`src/rtl/lfdc_pkg.sv`:
```
`default_nettype none
// ----------------------------------------------------------------------------
// lfdc_pkg: shared types and constants for the line follower drive control
// Mode codes, motor command codes, register indexes and the structs that
// pass between the top level and the tick logic.
// ----------------------------------------------------------------------------
package lfdc_pkg;

   localparam int unsigned CNT_W   = 16;
   localparam int unsigned DRV_W   = 2;
   localparam int unsigned MODE_W  = 2;
   localparam int unsigned CSR_A_W = 2;
   localparam int unsigned CSR_D_W = 16;

   // Register indexes on the configuration port.
   localparam logic [CSR_A_W-1:0] CSR_PERIOD_LIMIT = 2'd0;
   localparam logic [CSR_A_W-1:0] CSR_RUN_TIME     = 2'd1;

   localparam logic [CNT_W-1:0] PERIOD_LIMIT_RESET = 16'd200;
   localparam logic [CNT_W-1:0] RUN_TIME_RESET     = 16'd150;
   localparam logic [CNT_W-1:0] CURRENT_RUN_RESET  = 16'd200;

   // Motor commands.
   localparam logic [DRV_W-1:0] DRV_STOP = 2'd0;
   localparam logic [DRV_W-1:0] DRV_FWD  = 2'd1;
   localparam logic [DRV_W-1:0] DRV_BACK = 2'd2;

   // Mode codes as they appear on the result word.
   localparam logic [MODE_W-1:0] MODE_CODE_FWD   = 2'd0;
   localparam logic [MODE_W-1:0] MODE_CODE_LEFT  = 2'd1;
   localparam logic [MODE_W-1:0] MODE_CODE_RIGHT = 2'd2;
   localparam logic [MODE_W-1:0] MODE_CODE_STOP  = 2'd3;

   typedef enum logic [3:0] {
      MODE_FWD   = 4'b0001,
      MODE_LEFT  = 4'b0010,
      MODE_RIGHT = 4'b0100,
      MODE_STOP  = 4'b1000
   } mode_type;

   typedef struct packed {
      logic outer_left;
      logic mid_left;
      logic mid_right;
      logic outer_right;
   } sensor_type;

   typedef struct packed {
      mode_type         mode;
      logic [CNT_W-1:0] period_count;
      logic [CNT_W-1:0] current_run;
   } ctl_state_type;

   typedef struct packed {
      logic [DRV_W-1:0]  left_drive;
      logic [DRV_W-1:0]  right_drive;
      logic [MODE_W-1:0] mode;
   } result_type;

endpackage

`default_nettype wire

```
`src/rtl/line_follower_drive_control.sv`:
```
`default_nettype none
// ----------------------------------------------------------------------------
// line_follower_drive_control: line follower motor control
// Steps a four-mode steering machine on each sensor word and issues left and
// right motor commands gated by a period counter and a run-time window.
// ----------------------------------------------------------------------------
//  channel | handshake            | payload
//  req     | req_valid/req_stall  | outer_left, mid_left, mid_right, outer_right
//  rsp     | rsp_valid/rsp_stall  | left_drive, right_drive, mode
//  csr     | csr_valid/csr_ready  | csr_index, csr_wdata
//
// A word passes from acceptance to result through the input register and then
// the result register. One word is accepted in every cycle while the result
// side keeps taking them. Reset (synchronous) empties both stages and
// loads the registers and state with their defaults. A stall on the result
// side holds the result word; the input register can still take one word, and
// req_stall is high in every cycle in which that register is full and stuck.
// ----------------------------------------------------------------------------
module line_follower_drive_control (
   input  wire  logic                              clock,
   input  wire  logic                              reset,
   input  wire  logic                              req_valid,
   output       logic                              req_stall,
   input  wire  logic                              req_outer_left,
   input  wire  logic                              req_mid_left,
   input  wire  logic                              req_mid_right,
   input  wire  logic                              req_outer_right,
   output       logic                              rsp_valid,
   input  wire  logic                              rsp_stall,
   output       logic [lfdc_pkg::DRV_W-1:0]        rsp_left_drive,
   output       logic [lfdc_pkg::DRV_W-1:0]        rsp_right_drive,
   output       logic [lfdc_pkg::MODE_W-1:0]       rsp_mode,
   input  wire  logic                              csr_valid,
   output       logic                              csr_ready,
   input  wire  logic [lfdc_pkg::CSR_A_W-1:0]      csr_index,
   input  wire  logic [lfdc_pkg::CSR_D_W-1:0]      csr_wdata
);

   logic                       in_valid_ff, in_valid_in;
   lfdc_pkg::sensor_type       in_sensor_ff;
   logic                       out_valid_ff, out_valid_in;
   lfdc_pkg::result_type       out_result_ff;
   lfdc_pkg::ctl_state_type    state_ff, state_tick;
   lfdc_pkg::result_type       result_tick;
   logic [lfdc_pkg::CNT_W-1:0] period_limit_ff;
   logic [lfdc_pkg::CNT_W-1:0] run_time_ff;
   logic                       out_free, in_move, req_take;

   assign out_free  = !out_valid_ff || !rsp_stall;
   assign in_move   = in_valid_ff && out_free;
   assign req_stall = in_valid_ff && !out_free;
   assign req_take  = req_valid && !req_stall;

   assign in_valid_in  = req_take || (in_valid_ff && !in_move);
   assign out_valid_in = in_move || (out_valid_ff && rsp_stall);

   assign csr_ready = 1'b1;

   lfdc_tick u_tick (
      .sensor       (in_sensor_ff),
      .state_cur    (state_ff),
      .period_limit (period_limit_ff),
      .run_time     (run_time_ff),
      .state_nxt    (state_tick),
      .result       (result_tick)
   );

   always_ff @(posedge clock) begin
      if (reset) begin
         in_valid_ff              <= 1'b0;
         out_valid_ff             <= 1'b0;
         state_ff.mode            <= lfdc_pkg::MODE_FWD;
         state_ff.period_count    <= '0;
         state_ff.current_run     <= lfdc_pkg::CURRENT_RUN_RESET;
         period_limit_ff          <= lfdc_pkg::PERIOD_LIMIT_RESET;
         run_time_ff              <= lfdc_pkg::RUN_TIME_RESET;
      end else begin
         in_valid_ff  <= in_valid_in;
         out_valid_ff <= out_valid_in;
         if (in_move) begin
            state_ff <= state_tick;
         end
         if (csr_valid && csr_ready) begin
            case (csr_index)
               lfdc_pkg::CSR_PERIOD_LIMIT: period_limit_ff <= csr_wdata;
               lfdc_pkg::CSR_RUN_TIME:     run_time_ff     <= csr_wdata;
               default: begin
               end
            endcase
         end
      end
   end

   always_ff @(posedge clock) begin
      if (req_take) begin
         in_sensor_ff.outer_left  <= req_outer_left;
         in_sensor_ff.mid_left    <= req_mid_left;
         in_sensor_ff.mid_right   <= req_mid_right;
         in_sensor_ff.outer_right <= req_outer_right;
      end
      if (in_move) begin
         out_result_ff <= result_tick;
      end
   end

   assign rsp_valid       = out_valid_ff;
   assign rsp_left_drive  = out_result_ff.left_drive;
   assign rsp_right_drive = out_result_ff.right_drive;
   assign rsp_mode        = out_result_ff.mode;

endmodule

`default_nettype wire

```
`src/rtl/lfdc_tick.sv`:
```
`default_nettype none
// ----------------------------------------------------------------------------
// lfdc_tick: next state and motor commands for one control tick
// Advances the period counter, steps the mode machine on the sensor pattern
// and derives both motor commands from the new mode.
// ----------------------------------------------------------------------------
module lfdc_tick (
   input  wire  lfdc_pkg::sensor_type            sensor,
   input  wire  lfdc_pkg::ctl_state_type         state_cur,
   input  wire  logic [lfdc_pkg::CNT_W-1:0]      period_limit,
   input  wire  logic [lfdc_pkg::CNT_W-1:0]      run_time,
   output lfdc_pkg::ctl_state_type               state_nxt,
   output lfdc_pkg::result_type                  result
);

   logic [lfdc_pkg::CNT_W-1:0] cnt_inc;
   logic [lfdc_pkg::CNT_W-1:0] cnt_nxt;
   logic [lfdc_pkg::CNT_W-1:0] run_nxt;
   lfdc_pkg::mode_type         mode_nxt;
   logic l, ml, mr, r;

   assign l  = sensor.outer_left;
   assign ml = sensor.mid_left;
   assign mr = sensor.mid_right;
   assign r  = sensor.outer_right;

   assign cnt_inc = state_cur.period_count + lfdc_pkg::CNT_W'(1);
   assign cnt_nxt = (cnt_inc > period_limit) ? '0 : cnt_inc;

   always_comb begin
      mode_nxt = state_cur.mode;
      run_nxt  = state_cur.current_run;
      case (state_cur.mode)
         lfdc_pkg::MODE_FWD: begin
            if (ml && mr) begin
               run_nxt = run_time;
               if (l && !r) begin
                  mode_nxt = lfdc_pkg::MODE_LEFT;
               end else if (!l && r) begin
                  mode_nxt = lfdc_pkg::MODE_RIGHT;
               end else begin
                  mode_nxt = lfdc_pkg::MODE_FWD;
               end
            end else if (ml) begin
               mode_nxt = (!l && r) ? lfdc_pkg::MODE_FWD : lfdc_pkg::MODE_LEFT;
            end else if (mr) begin
               mode_nxt = (l && !r) ? lfdc_pkg::MODE_FWD : lfdc_pkg::MODE_RIGHT;
            end else begin
               mode_nxt = (!l && !r) ? lfdc_pkg::MODE_STOP : lfdc_pkg::MODE_FWD;
            end
         end
         lfdc_pkg::MODE_LEFT, lfdc_pkg::MODE_RIGHT: begin
            run_nxt = run_time;
            if (ml && mr) begin
               mode_nxt = lfdc_pkg::MODE_FWD;
            end else if (ml) begin
               mode_nxt = lfdc_pkg::MODE_LEFT;
            end else if (mr) begin
               mode_nxt = lfdc_pkg::MODE_RIGHT;
            end
         end
         lfdc_pkg::MODE_STOP: begin
            mode_nxt = (ml && mr) ? lfdc_pkg::MODE_FWD : lfdc_pkg::MODE_STOP;
         end
         default: begin
            mode_nxt = lfdc_pkg::MODE_FWD;
         end
      endcase
   end

   // The drive window compares against the run time as it stands after the
   // transition, so a reload in this tick already counts.
   always_comb begin
      result.left_drive  = lfdc_pkg::DRV_STOP;
      result.right_drive = lfdc_pkg::DRV_STOP;
      result.mode        = lfdc_pkg::MODE_CODE_FWD;
      state_nxt.mode         = mode_nxt;
      state_nxt.period_count = cnt_nxt;
      state_nxt.current_run  = run_nxt;
      case (mode_nxt)
         lfdc_pkg::MODE_STOP: begin
            result.mode           = lfdc_pkg::MODE_CODE_STOP;
            state_nxt.current_run = run_time;
         end
         lfdc_pkg::MODE_FWD: begin
            result.mode = lfdc_pkg::MODE_CODE_FWD;
            if (cnt_nxt <= run_nxt) begin
               result.left_drive  = lfdc_pkg::DRV_BACK;
               result.right_drive = lfdc_pkg::DRV_BACK;
            end
         end
         lfdc_pkg::MODE_LEFT: begin
            result.mode = lfdc_pkg::MODE_CODE_LEFT;
            if (cnt_nxt <= run_nxt) begin
               result.left_drive  = lfdc_pkg::DRV_BACK;
               result.right_drive = lfdc_pkg::DRV_FWD;
            end
         end
         lfdc_pkg::MODE_RIGHT: begin
            result.mode = lfdc_pkg::MODE_CODE_RIGHT;
            if (cnt_nxt <= run_nxt) begin
               result.left_drive  = lfdc_pkg::DRV_FWD;
               result.right_drive = lfdc_pkg::DRV_BACK;
            end
         end
         default: begin
            result.mode = lfdc_pkg::MODE_CODE_FWD;
         end
      endcase
   end

endmodule

`default_nettype wire

```
`config.mk`:
```
export PLATFORM = sky130hd
export DESIGN_NAME = line_follower_drive_control
export DESIGN_NICKNAME = d
export VERILOG_FILES = /design/src/rtl/lfdc_pkg.sv /design/src/rtl/line_follower_drive_control.sv /design/src/rtl/lfdc_tick.sv
export SDC_FILE = /design/constraint.sdc
export NUM_CORES = 1
export LEC_CHECK = 0
export BUFFER_PORTS_ARGS = -buffer_cell sky130_fd_sc_hd__buf_2
export CAP_MARGIN = 20
export CELL_PAD_IN_SITES_DETAIL_PLACEMENT = 1
export CELL_PAD_IN_SITES_GLOBAL_PLACEMENT = 2
export CORE_MARGIN = 2
export CORE_UTILIZATION = 40
export CTS_CLUSTER_SIZE = 40
export DETAILED_ROUTE_END_ITERATION = 10
export HOLD_SLACK_MARGIN = 0.08
export PLACE_DENSITY_LB_ADDON = 0.1
export SKIP_CTS_REPAIR_TIMING = 1
export SLEW_MARGIN = 20
export SYNTH_ARGS = -nofsm -noshare
export SYNTH_HDL_FRONTEND = slang
export SYNTH_SLANG_ARGS = --single-unit
```
`constraint.sdc`:
```
create_clock -name clock -period 12.1 [get_ports clock]
set_input_delay 1.21 -clock clock [delete_from_list [all_inputs] [get_ports clock]]
set_output_delay 1.21 -clock clock [all_outputs]
set_load 0.005 [all_outputs]
```
==> results.yml <==
placed_design:
  pre_cts_slack_ns: 6.65
  routabilityCongestion: 0.859
  io_buffer_count: 34
  dp_hpwl_um: 8590
setup_path:
  regToRegStartpoint: "state_ff[21]"
  worstReg2RegEnd: "rsp_right_drive[0]"
  end_kind: "flip-flop"
  critPathLaunchType: "flip-flop"
  reg2reg_slack_ns: 6.55
  reg2reg_depth: 18
  path_max_fanout: 18
  required_ns: 12.20
  crit_type: "reg2reg"
  crit_arrival_ns: 5.65
global_routing:
  track_usage: 0.198
  gr-total-overflow: 0
  grt_pass1_vias: 3973
  grt_max_degree: 87
  grt_first_pass_wirelength_um: 19600
  antenna_found_initial: 0
synth:
  synth_cell_types: 56
  yosys_warnings: 0
  async_reset_ff_frac: 0
  synth_top_area_cell: "dfxtp_1"
  synth-main-ff-cell: "dfxtp_1"
  synth_top_area_frac: 0.303
  avgSynthCellArea_sq_um: 8.46
  synthesis.area_sq_um: 4630
  synthCells: 547
  yosysSeqAreaShare: 0.368
  synth_edf_count: 10
  synth.area.top_cells: "dfxtp_1, ha_1, nand2_1"
  synth-seq-cells: 80
  syn_nets: 611
die:
  fp.dieH_um: 112
  row_count: 39
  dieWidth_um: 112
  initial_core_util: 0.407
  core_sq_um: 11400
  dieArea_sq_um: 12400
  ios: 36
routing:
  num_vias: 3768
  drc_errors: 0
  antenna_left: 0
  routedWlPerCell_um: 16.4
  viasPerCell: 5.28
  drt_pass1_iterations: 4
  wl_um: 11700
  drt_iter0_drc: 139
cts:
  clock_latency_ns: 0.34
  htreeDepth: 3
  cts_buffer_depth: 2
  clock_sinks: 80
  clk_pin_slew_ns: 0.06
  cts_tree: "built"
  clockRootBuffer: "clkbuf_16"
  cts_buffers: 9
worst_hold_path:
  hp-class: "reg2reg"
  whs_path_depth: 2
  hold_path_end: "period_limit_ff[13]"
  hold_start: "period_limit_ff[13]"
finish:
  final.fill_count: 1389
  nets: 631
  final_cell_mix: "nand2_1, dfxtp_1, a21oi_1"
  layout_commonest_cell: "nand2_1"
  final_core_util: 0.452
  diodes: 0
  final_layout_size_suffix_gt1_frac: 0.114
  synthToLayoutAreaGrowth_pct: 11.2
timing:
  fin_ws_ns: 6.55
  worst_slew_pin_slew_ns: 0.910
  rsz0062_at_grt: "no"
  setup_tns_ns: 0
  hold_viol: 0
  post-route-period-util: 0.459
  fin_crit_ns: 5.55
  fmax_ghz: 0.180
  setup_violations: 0
  slew_viol_final: 0
  max_slew_margin: 0.390
  skew_ns: 0.00536
power_and_ir_drop:
  pwr_density_cell_nw_per_um2: 118
  ir_drop_mv: 0.0647
  p_leak_nw: 2.10
  total_power_mw: 0.609
flow_run:
  cap_violations: 0
run_status:
  status: "finished clean"
[worst max-delay path by stage]
stage / cells past startpoint / endpoint / from / slack (ns)
after global routing: 18 / rsp_left_drive[0] / state_ff[21] / 6.17
final: 18 / rsp_right_drive[0] / state_ff[21] / 6.55
after CTS: 18 / rsp_right_drive[0] / state_ff[21] / 6.56
after detailed placement: 18 / rsp_right_drive[0] / state_ff[21] / 6.65
after global placement: 18 / rsp_left_drive[0] / state_ff[21] / 6.85
after floorplan: 19 / rsp_left_drive[0] / state_ff[21] / 7.94
[power by group]
| group | internal (mW) | switching (mW) |
|---|---|---|
| Sequential | 0.278 | 0.00711 |
| Combinational | 0.0275 | 0.0395 |
| Clock | 0.150 | 0.106 |
[synth_stat cells, drive strengths merged, types with 10 or more instances]
cell type	number
nand3	24
and2	17
edfxtp	10
nand2	93
inv	20
buf	11
nor2	31
mux2i	31
ha	37
clkbuf	19
nand2b	30
a21oi	59
dfxtp	70
[sequential cells by signal (all words and copies together), names as in the netlist]
register	count
rsp_valid	1
state_ff	36
run_time_ff	16
in_valid_ff	1
rsp_mode	2
in_sensor_ff	4
rsp_right_drive	2
period_limit_ff	16
rsp_left_drive	2
[worst max-delay path: stages (launching register included)]
cell and delay [ns]:
dfxtp_1 0.47, nand4_1 0.21, nor3_1 0.55, nand3_1 0.19, xnor2_1 0.37, ha_1 0.32
nand4_1 0.15, nor2_1 0.07, a221o_1 0.35, o31ai_2 0.80, buf_4 0.36, and2_1 0.17
ha_1 0.16, nand3_1 0.13, nor4_1 0.33, a21boi_0 0.22, o31a_1 0.24, nand2b_1 0.15
nor2_1 0.05
[area by class of cell]
type	instances	area, sq um	share of cell area
Timing Repair Buffer	39	208	0.0404
Inverter	21	78.8	0.0153
Clock inverter	2	15.0	0.00292
Clock buffer	13	262	0.0508
Tap cell	143	179	0.0348
Sequential cell	80	1700	0.331
Multi-Input combinational cell	416	2700	0.525
[logic make-up (layout without fill, tap and decap cells)]
logic type | count (synthesis) | count (layout) | share of synthesized area
compound gates | 92 | 92 | 0.127
xor+xnor | 15 | 15 | 0.0284
fa+ha+maj | 37 | 37 | 0.100
buf+inv | 51 | 75 | 0.0495
flops | 80 | 80 | 0.368
mux | 32 | 32 | 0.0695
other cells | 1 | 1 | 0.000811
simple gates | 239 | 239 | 0.257
[metrics by stage]
step | hold slack (ns) | cells | area [sq um]
floorplan | 0.436 | 547 | 4630
global placement | 0.445 | 699 | 4870
detailed placement | 0.450 | 699 | 4870
CTS | 0.458 | 714 | 5140
global route | 0.487 | 714 | 5140
finish | 0.458 | 714 | 5140
[per-layer routing]
metal	wire [um]	track usage
met5	0	0
met4	214	0.0782
met3	235	0.0338
met2	5780	0.339
met1	5470	0.249
Power figures use the tool's default switching activity.
